File: src/hdl/hsg_pkg.sv
// ----------------------------------------------------------------------------
// hsg_pkg
// Shared types and constants for the hsv to grb pixel converter.
// ----------------------------------------------------------------------------
`default_nettype none

package hsg_pkg;

  // input beat: hue in degrees, saturation and value in percent
  typedef struct packed {
    logic [8:0] hue;
    logic [6:0] saturation;
    logic [6:0] brightness;
  } pix_in_t;

  // output beat: 8-bit channel intensities
  typedef struct packed {
    logic [7:0] green;
    logic [7:0] red;
    logic [7:0] blue;
  } pix_out_t;

  // hue and percent limits
  localparam logic [8:0] HUE_WRAP   = 9'd360;
  localparam logic [6:0] PCT_MAX    = 7'd100;
  localparam logic [6:0] SECTOR_DEG = 7'd60;

  // hue sector codes
  localparam logic [2:0] SEC_RED_YEL = 3'd0;
  localparam logic [2:0] SEC_YEL_GRN = 3'd1;
  localparam logic [2:0] SEC_GRN_CYN = 3'd2;
  localparam logic [2:0] SEC_CYN_BLU = 3'd3;
  localparam logic [2:0] SEC_BLU_MAG = 3'd4;
  localparam logic [2:0] SEC_MAG_RED = 3'd5;

  // factors are scaled so that full scale is 100 percent times 60 degrees
  localparam int FACTOR_W = 13;
  localparam logic [FACTOR_W-1:0] FULL_FACTOR = 13'd6000;

  // v * factor, at most 600000
  localparam int PROD_W = 20;
  // (v * factor * 17) >> 6, at most 159375
  localparam int SCALED_W = 18;

  // floor(z / 625) as (z * RECIP) >> RECIP_SHIFT, exact for 18-bit z
  localparam int RECIP_W     = 19;
  localparam int RECIP_SHIFT = 28;
  localparam logic [RECIP_W-1:0] RECIP = 19'd429497;
  localparam int QPROD_W = SCALED_W + RECIP_W;

  // valid stages in the pipeline, the last is the output register
  localparam int STAGES = 6;

endpackage : hsg_pkg

`default_nettype wire

File: src/hdl/hsg_sector.sv
// ----------------------------------------------------------------------------
// hsg_sector
// First stage: wraps the hue, clamps the percents and splits the hue into
// a sector and a remainder in degrees.
// ----------------------------------------------------------------------------
`default_nettype none

module hsg_sector
  import hsg_pkg::*;
(
  input  wire logic       clk,
  input  wire logic       stage_en,
  input  wire pix_in_t    pix,
  output logic [2:0]      sector_r,
  output logic [5:0]      rem_r,
  output logic [6:0]      sat_r,
  output logic [6:0]      val_r
);

  logic [8:0] hue_w;
  logic [2:0] sector_nxt;
  logic [8:0] base;
  logic [8:0] rem_full;
  logic [6:0] sat_nxt;
  logic [6:0] val_nxt;

  // wrap and clamp out-of-range inputs
  always_comb begin
    hue_w   = (pix.hue >= HUE_WRAP) ? pix.hue - HUE_WRAP : pix.hue;
    sat_nxt = (pix.saturation > PCT_MAX) ? PCT_MAX : pix.saturation;
    val_nxt = (pix.brightness > PCT_MAX) ? PCT_MAX : pix.brightness;
  end

  // sector by threshold compares, remainder by subtracting the sector base
  always_comb begin
    if (hue_w < 9'd60) begin
      sector_nxt = SEC_RED_YEL;
      base       = 9'd0;
    end else if (hue_w < 9'd120) begin
      sector_nxt = SEC_YEL_GRN;
      base       = 9'd60;
    end else if (hue_w < 9'd180) begin
      sector_nxt = SEC_GRN_CYN;
      base       = 9'd120;
    end else if (hue_w < 9'd240) begin
      sector_nxt = SEC_CYN_BLU;
      base       = 9'd180;
    end else if (hue_w < 9'd300) begin
      sector_nxt = SEC_BLU_MAG;
      base       = 9'd240;
    end else begin
      sector_nxt = SEC_MAG_RED;
      base       = 9'd300;
    end
    rem_full = hue_w - base;
  end

  // stage register
  always_ff @(posedge clk) begin
    if (stage_en) begin
      sector_r <= sector_nxt;
      rem_r    <= rem_full[5:0];
      sat_r    <= sat_nxt;
      val_r    <= val_nxt;
    end
  end

endmodule : hsg_sector

`default_nettype wire

File: src/hdl/hsg_factor.sv
// ----------------------------------------------------------------------------
// hsg_factor
// Second stage: forms the p, q and t weights on a common scale of 6000,
// where 6000 is the weight of the value channel itself.
// ----------------------------------------------------------------------------
`default_nettype none

module hsg_factor
  import hsg_pkg::*;
(
  input  wire logic                clk,
  input  wire logic                stage_en,
  input  wire logic [5:0]          rem,
  input  wire logic [6:0]          sat,
  output logic [FACTOR_W-1:0]      fp_r,
  output logic [FACTOR_W-1:0]      fq_r,
  output logic [FACTOR_W-1:0]      ft_r
);

  logic [6:0]          sat_inv;
  logic [5:0]          rem_inv;
  logic [FACTOR_W-1:0] fp_nxt;
  logic [FACTOR_W-1:0] fq_nxt;
  logic [FACTOR_W-1:0] ft_nxt;

  // p = (100 - s) * 60, q = 6000 - r*s, t = 6000 - (60 - r)*s
  always_comb begin
    sat_inv = PCT_MAX - sat;
    rem_inv = 6'(SECTOR_DEG) - rem;
    fp_nxt  = FACTOR_W'(sat_inv) * FACTOR_W'(SECTOR_DEG);
    fq_nxt  = FULL_FACTOR - FACTOR_W'(rem) * FACTOR_W'(sat);
    ft_nxt  = FULL_FACTOR - FACTOR_W'(rem_inv) * FACTOR_W'(sat);
  end

  // stage register
  always_ff @(posedge clk) begin
    if (stage_en) begin
      fp_r <= fp_nxt;
      fq_r <= fq_nxt;
      ft_r <= ft_nxt;
    end
  end

endmodule : hsg_factor

`default_nettype wire

File: src/hdl/hsg_scale.sv
// ----------------------------------------------------------------------------
// hsg_scale
// One channel lane over three stages: floor(v * factor * 255 / 600000).
// 255/600000 reduces to 17/40000; the /64 is a shift and the /625 a
// reciprocal multiply that is exact over the 18-bit range.
// ----------------------------------------------------------------------------
`default_nettype none

module hsg_scale
  import hsg_pkg::*;
(
  input  wire logic                clk,
  input  wire logic [2:0]          stage_en,
  input  wire logic [6:0]          val,
  input  wire logic [FACTOR_W-1:0] factor,
  output logic [7:0]               chan_r
);

  logic [PROD_W-1:0]   prod_r;
  logic [PROD_W-1:0]   prod_nxt;
  logic [PROD_W+4:0]   mul17;
  logic [SCALED_W-1:0] scaled_r;
  logic [SCALED_W-1:0] scaled_nxt;
  logic [QPROD_W-1:0]  qprod;
  logic [7:0]          chan_nxt;

  // value times weight
  assign prod_nxt = PROD_W'(val) * PROD_W'(factor);

  // times 17 by shift and add, then drop six bits
  always_comb begin
    mul17      = ((PROD_W+5)'(prod_r) << 4) + (PROD_W+5)'(prod_r);
    scaled_nxt = mul17[SCALED_W+5:6];
  end

  // divide by 625 through the reciprocal
  always_comb begin
    qprod    = QPROD_W'(scaled_r) * QPROD_W'(RECIP);
    chan_nxt = qprod[RECIP_SHIFT+7:RECIP_SHIFT];
  end

  // lane registers
  always_ff @(posedge clk) begin
    if (stage_en[0]) begin
      prod_r <= prod_nxt;
    end
    if (stage_en[1]) begin
      scaled_r <= scaled_nxt;
    end
    if (stage_en[2]) begin
      chan_r <= chan_nxt;
    end
  end

endmodule : hsg_scale

`default_nettype wire

File: src/hdl/hsv_to_grb_pixel.sv
// ----------------------------------------------------------------------------
// hsv_to_grb_pixel
// Converts hue/saturation/value to 8-bit green, red and blue in a
// six-stage pipeline.
// ----------------------------------------------------------------------------
//
//  channel   ports                          beat
//  -------   ----------------------------   ------------------------------
//  in        in_valid  in_ready  in_data    hue, saturation, brightness
//  out       out_valid out_ready out_data   green, red, blue
//
//  a beat passes six register stages, the last the output register, and can
//  leave once out_valid rises. one beat is taken every cycle while in_ready is
//  high; the stages hand over through per-stage load enables and each lane
//  registers its product, scaled value and quotient.
//  rst_n clears the valid bits only; data registers are not reset.
//  a stalled output holds its beat; upstream stages keep filling empty slots,
//  so in_ready drops only when all six stages hold a beat.
//
`default_nettype none

module hsv_to_grb_pixel
  import hsg_pkg::*;
(
  input  wire logic     clk,
  input  wire logic     rst_n,
  input  wire logic     in_valid,
  output logic          in_ready,
  input  wire pix_in_t  in_data,
  output logic          out_valid,
  input  wire logic     out_ready,
  output pix_out_t      out_data
);

  logic [STAGES-1:0]   vld_r;
  logic [STAGES-1:0]   vld_nxt;
  logic [STAGES-1:0]   en;

  logic [2:0]          sec1_r;
  logic [5:0]          rem1_r;
  logic [6:0]          sat1_r;
  logic [6:0]          val1_r;
  logic [2:0]          sec2_r;
  logic [6:0]          val2_r;
  logic [FACTOR_W-1:0] fp2_r;
  logic [FACTOR_W-1:0] fq2_r;
  logic [FACTOR_W-1:0] ft2_r;
  logic [2:0]          sec3_r;
  logic [2:0]          sec4_r;
  logic [2:0]          sec5_r;
  logic [7:0]          cv5_r;
  logic [7:0]          cp5_r;
  logic [7:0]          cq5_r;
  logic [7:0]          ct5_r;
  pix_out_t            out_r;
  pix_out_t            out_nxt;

  // per-stage load enables: a stage loads when empty or when it drains
  always_comb begin
    en[STAGES-1] = out_ready || !vld_r[STAGES-1];
    for (int i = STAGES-2; i >= 0; i--) begin
      en[i] = en[i+1] || !vld_r[i];
    end
  end

  assign in_ready = en[0];

  // valid bits travel with the data
  always_comb begin
    vld_nxt = vld_r;
    if (en[0]) begin
      vld_nxt[0] = in_valid;
    end
    for (int i = 1; i < STAGES; i++) begin
      if (en[i]) begin
        vld_nxt[i] = vld_r[i-1];
      end
    end
  end

  always_ff @(posedge clk) begin
    if (!rst_n) begin
      vld_r <= '0;
    end else begin
      vld_r <= vld_nxt;
    end
  end

  // stage 1: hue split and clamping
  hsg_sector u_sector (
    .clk      (clk),
    .stage_en (en[0]),
    .pix      (in_data),
    .sector_r (sec1_r),
    .rem_r    (rem1_r),
    .sat_r    (sat1_r),
    .val_r    (val1_r)
  );

  // stage 2: channel weights
  hsg_factor u_factor (
    .clk      (clk),
    .stage_en (en[1]),
    .rem      (rem1_r),
    .sat      (sat1_r),
    .fp_r     (fp2_r),
    .fq_r     (fq2_r),
    .ft_r     (ft2_r)
  );

  // sideband carried alongside the lanes
  always_ff @(posedge clk) begin
    if (en[1]) begin
      sec2_r <= sec1_r;
      val2_r <= val1_r;
    end
    if (en[2]) begin
      sec3_r <= sec2_r;
    end
    if (en[3]) begin
      sec4_r <= sec3_r;
    end
    if (en[4]) begin
      sec5_r <= sec4_r;
    end
  end

  // stages 3 to 5: four scaling lanes, zero saturation makes all equal
  hsg_scale u_lane_v (
    .clk      (clk),
    .stage_en (en[4:2]),
    .val      (val2_r),
    .factor   (FULL_FACTOR),
    .chan_r   (cv5_r)
  );

  hsg_scale u_lane_p (
    .clk      (clk),
    .stage_en (en[4:2]),
    .val      (val2_r),
    .factor   (fp2_r),
    .chan_r   (cp5_r)
  );

  hsg_scale u_lane_q (
    .clk      (clk),
    .stage_en (en[4:2]),
    .val      (val2_r),
    .factor   (fq2_r),
    .chan_r   (cq5_r)
  );

  hsg_scale u_lane_t (
    .clk      (clk),
    .stage_en (en[4:2]),
    .val      (val2_r),
    .factor   (ft2_r),
    .chan_r   (ct5_r)
  );

  // stage 6: sector picks the channel order
  always_comb begin
    case (sec5_r)
      SEC_RED_YEL: out_nxt = '{green: ct5_r, red: cv5_r, blue: cp5_r};
      SEC_YEL_GRN: out_nxt = '{green: cv5_r, red: cq5_r, blue: cp5_r};
      SEC_GRN_CYN: out_nxt = '{green: cv5_r, red: cp5_r, blue: ct5_r};
      SEC_CYN_BLU: out_nxt = '{green: cq5_r, red: cp5_r, blue: cv5_r};
      SEC_BLU_MAG: out_nxt = '{green: cp5_r, red: ct5_r, blue: cv5_r};
      default:     out_nxt = '{green: cp5_r, red: cv5_r, blue: cq5_r};
    endcase
  end

  always_ff @(posedge clk) begin
    if (en[5]) begin
      out_r <= out_nxt;
    end
  end

  assign out_valid = vld_r[STAGES-1];
  assign out_data  = out_r;

  // backpressure reaches the input only with every stage occupied
  a_ready_full : assert property (@(posedge clk) disable iff (!rst_n)
    !in_ready |-> (&vld_r))
    else $error("in_ready low with an empty stage");

  // a beat in stage 5 is never dropped when the output register is enabled
  a_advance : assert property (@(posedge clk) disable iff (!rst_n)
    (vld_r[4] && en[5]) |=> vld_r[5])
    else $error("beat lost between lane and output register");

  // some output channel is at least as bright as the other two
  a_value_max : assert property (@(posedge clk) disable iff (!rst_n)
    out_valid |->
      ((out_data.green >= out_data.red) && (out_data.green >= out_data.blue)) ||
      ((out_data.red >= out_data.green) && (out_data.red >= out_data.blue)) ||
      ((out_data.blue >= out_data.green) && (out_data.blue >= out_data.red)))
    else $error("no channel holds the maximum");

endmodule : hsv_to_grb_pixel

`default_nettype wire

File: config.mk
export PLATFORM = sky130hd
export DESIGN_NAME = hsv_to_grb_pixel
export DESIGN_NICKNAME = d
export VERILOG_FILES = /design/src/hdl/hsg_pkg.sv /design/src/hdl/hsg_sector.sv /design/src/hdl/hsg_factor.sv /design/src/hdl/hsg_scale.sv /design/src/hdl/hsv_to_grb_pixel.sv
export SDC_FILE = /design/constraint.sdc
export NUM_CORES = 2
export LEC_CHECK = 0
export BUFFER_PORTS_ARGS = -buffer_cell sky130_fd_sc_hd__buf_2
export CAP_MARGIN = 15
export CORE_MARGIN = 3
export CORE_UTILIZATION = 65
export CTS_BUF_LIST = sky130_fd_sc_hd__clkbuf_8 sky130_fd_sc_hd__clkbuf_16
export CTS_CLUSTER_DIAMETER = 50
export CTS_CLUSTER_SIZE = 20
export DETAILED_ROUTE_END_ITERATION = 16
export GPL_TIMING_DRIVEN = 0
export MAX_ROUTING_LAYER = met4
export PLACE_DENSITY = 0.83
export SYNTH_ARGS = -nofsm -noshare
export SYNTH_HDL_FRONTEND = slang
export SYNTH_SLANG_ARGS = --single-unit
export TNS_END_PERCENT = 30
File: constraint.sdc
create_clock -name clk -period 6.65 [get_ports clk]
set_clock_uncertainty 0.15 [all_clocks]
set_input_delay 1.33 -clock clk [delete_from_list [all_inputs] [get_ports clk]]
set_output_delay 1.33 -clock clk [all_outputs]
set_load 0.01 [all_outputs]
==> flow_summary.json <==
{
  "status": "finished clean",
  "crit_type": "register to register",
  "wl_per_cell_um": 17.2,
  "clk-insertion-delay-late_ps": 580,
  "antenna_found_initial": 0,
  "synth-edff-count": 279,
  "clockBufferDepth": 3,
  "grt_max_degree": 76,
  "num_rows": 98,
  "hp-class": "register to register",
  "cts_buffers": 36,
  "seq_area_frac_synth": 0.178,
  "cpMostUsedCell": "fa_1",
  "setup_viol": 0,
  "min_period_ps": 6370,
  "holdBufCountCts": 0,
  "drtPass1Iterations": 5,
  "synthArstFlopShare": 0,
  "clock-sinks": 285,
  "placeableCoreArea_um2": 72100,
  "hold_start": "sec3_r[0]",
  "wl_um": 97500,
  "die_x_um": 277,
  "die_height_um": 277,
  "io_pins": 53,
  "start_util": 0.662,
  "viasPerCell": 5.60,
  "diodes": 0,
  "hold_viol_final": 0,
  "vias": 31831,
  "syn2layout_area_growth_pct": 5.87,
  "maxCapViolCount": 0,
  "syn_area_um2": 47700,
  "finalSetupTns_ps": 0,
  "grt_pass1_vias": 34235,
  "path_clk_slew_ps": 60,
  "yosysTopAreaCell": "fa_1",
  "ys_ff_latch": 285,
  "synth_warnings": 0,
  "rr_startpoint": "val2_r[1]",
  "gp_congestion": 0.972,
  "synth_ff_type": "edfxtp_1",
  "worstPathMaxFanout": 10,
  "synth_area_per_cell_um2": 10.4,
  "yosys-top-cells-area": "fa_1, ha_1, edfxtp_1",
  "yosysMostFrequentCell": "inv_1",
  "fmax_ghz": 0.157,
  "drive_above_1_share": 0.0353,
  "netlist_instances": 4610,
  "fillCellCount": 5052,
  "grt_pass1_wl_um": 165000,
  "grt_usage": 0.272,
  "drt-initial-drc-count": 1875,
  "path_buf_inv": 3,
  "cts_tree": "built",
  "finalCritPeriodShare": 0.957,
  "post-dp-hpwl_um": 84200,
  "rsz0062_at_grt": "false",
  "antenna_left": 0,
  "end_kind": "register",
  "cp-startpoint": "val2_r[1]",
  "crit_required_ps": 6860,
  "start_kind": "register",
  "root_buffer": "clkbuf_16",
  "htreeDepth": 2,
  "crit_arrival_ps": 6580,
  "port_buffers": 51,
  "yosys-top-cells-count": "inv_1, ha_1, fa_1",
  "yosys.area.top_type_share": 0.308,
  "overflow": 0,
  "synth_cell_types": 81,
  "die-area_um2": 76700,
  "syn_nets": 6232,
  "crit_family": "adder cells",
  "worstMarginPinSlew_ps": 904,
  "drv_slew": 0,
  "final_nets": 6327,
  "crit_slowest_cell": "clkbuf_1",
  "drc_errors": 0,
  "crit_chain": "clkbuf_1, clkbuf_1, nand2_1, fa_1, fa_1, inv_1, fa_1, fa_1, ha_1, a21o_1, a21o_1, a21oi_1, o21ai_0, a2111oi_0, o21bai_1, a21oi_1, xnor2_1",
  "cp_slowest_stage_delay_ps": 620,
  "slew_headroom": 0.397
}
## cell usage in the layout, fill, tap and decap left out, types with 11 or more instances in the layout
cell,netlist,routed
inv_1,1196,1197
ha_1,860,859
fa_1,735,735
edfxtp_1,279,279
nand2_1,252,251
and2_1,162,162
a21oi_1,145,144
nor2_1,140,140
xnor2_1,135,135
o21ai_0,76,75
clkbuf_1,53,53
buf_2,1,52
xor2_1,51,51
nor3_1,48,48
a21o_1,45,45
clkbuf_16,0,36
nand3_1,33,33
o21a_1,30,30
mux2i_1,28,28
nor2b_1,26,26
o21bai_1,26,26
a211oi_1,23,23
a31oi_1,19,19
nand4_1,15,15
and3_1,14,14
o211ai_1,13,13
or2_2,12,12
a221o_1,11,11
or3_1,11,11
## final timing paths
check                              to  slack (ps)  cells after the start
hold reg to reg             sec4_r[0]         270                      0
hold / removal              sec4_r[0]         270                      0
setup reg to reg  u_lane_p.prod_r[19]         280                     17
setup / recovery  u_lane_p.prod_r[19]         280                     17
## registers in the layout (all words and copies together), names as in the netlist, 13 cells and up
signal,flops
u_lane_p.scaled_r,18
u_lane_v.scaled_r,18
u_lane_t.scaled_r,18
u_lane_p.prod_r,18
u_factor.ft_r,13
out_data,24
u_lane_v.prod_r,16
u_lane_q.prod_r,20
u_lane_t.prod_r,19
u_lane_q.scaled_r,18
## through the flow
step | utilization | hold WS (ps) | area, um2 | cells | worst slack (ps)
6_report | 0.701 | 272 | 50500 | 5682 | 284
5_1_grt | 0.701 | 277 | 50500 | 5682 | 7.20
4_1_cts | 0.701 | 272 | 50500 | 5680 | 139
3_5_place_dp | 0.684 | 255 | 49300 | 5615 | 222
3_3_place_gp | 0.682 | 253 | 49200 | 5611 | 259
2_1_floorplan | - | 250 | 47700 | 4610 | 1070
## repair_timing
action,in CTS,in global routing
setup endpoints to repair,0,10
buffers inserted,0,2
gates resized for setup,0,5
## routing by layer
metal  part of all wire  track usage
met5                  0            -
met4              0.031       0.0803
met3              0.060       0.0367
met2               0.48        0.448
met1               0.43        0.355
## layout make-up
cell class / instances / area, um2 / share of cell area
flip-flops and latches: 285 / 8500 / 0.168
clock inverters: 29 / 327 / 0.00646
clock buffers: 36 / 901 / 0.0178
well taps: 950 / 1190 / 0.0235
plain buffers: 61 / 230 / 0.00455
repair buffers: 57 / 360 / 0.00713
inverters: 1197 / 4500 / 0.0889
multi-input cells: 3067 / 34500 / 0.683
## kinds of logic after synthesis
| group | synth area share |
|---|---|
| and+or+nand+nor | 0.0780 |
| buffers and inverters | 0.0989 |
| adders and majority gates | 0.534 |
| muxes | 0.00776 |
| AOI/OAI and AO/OA | 0.0695 |
| xor gates and xnor gates | 0.0341 |
| DFF | 0.178 |
Power is left out: the tool's default activity adds up to more than one toggle a clock period on the data nets, which glitch-free logic cannot reach.
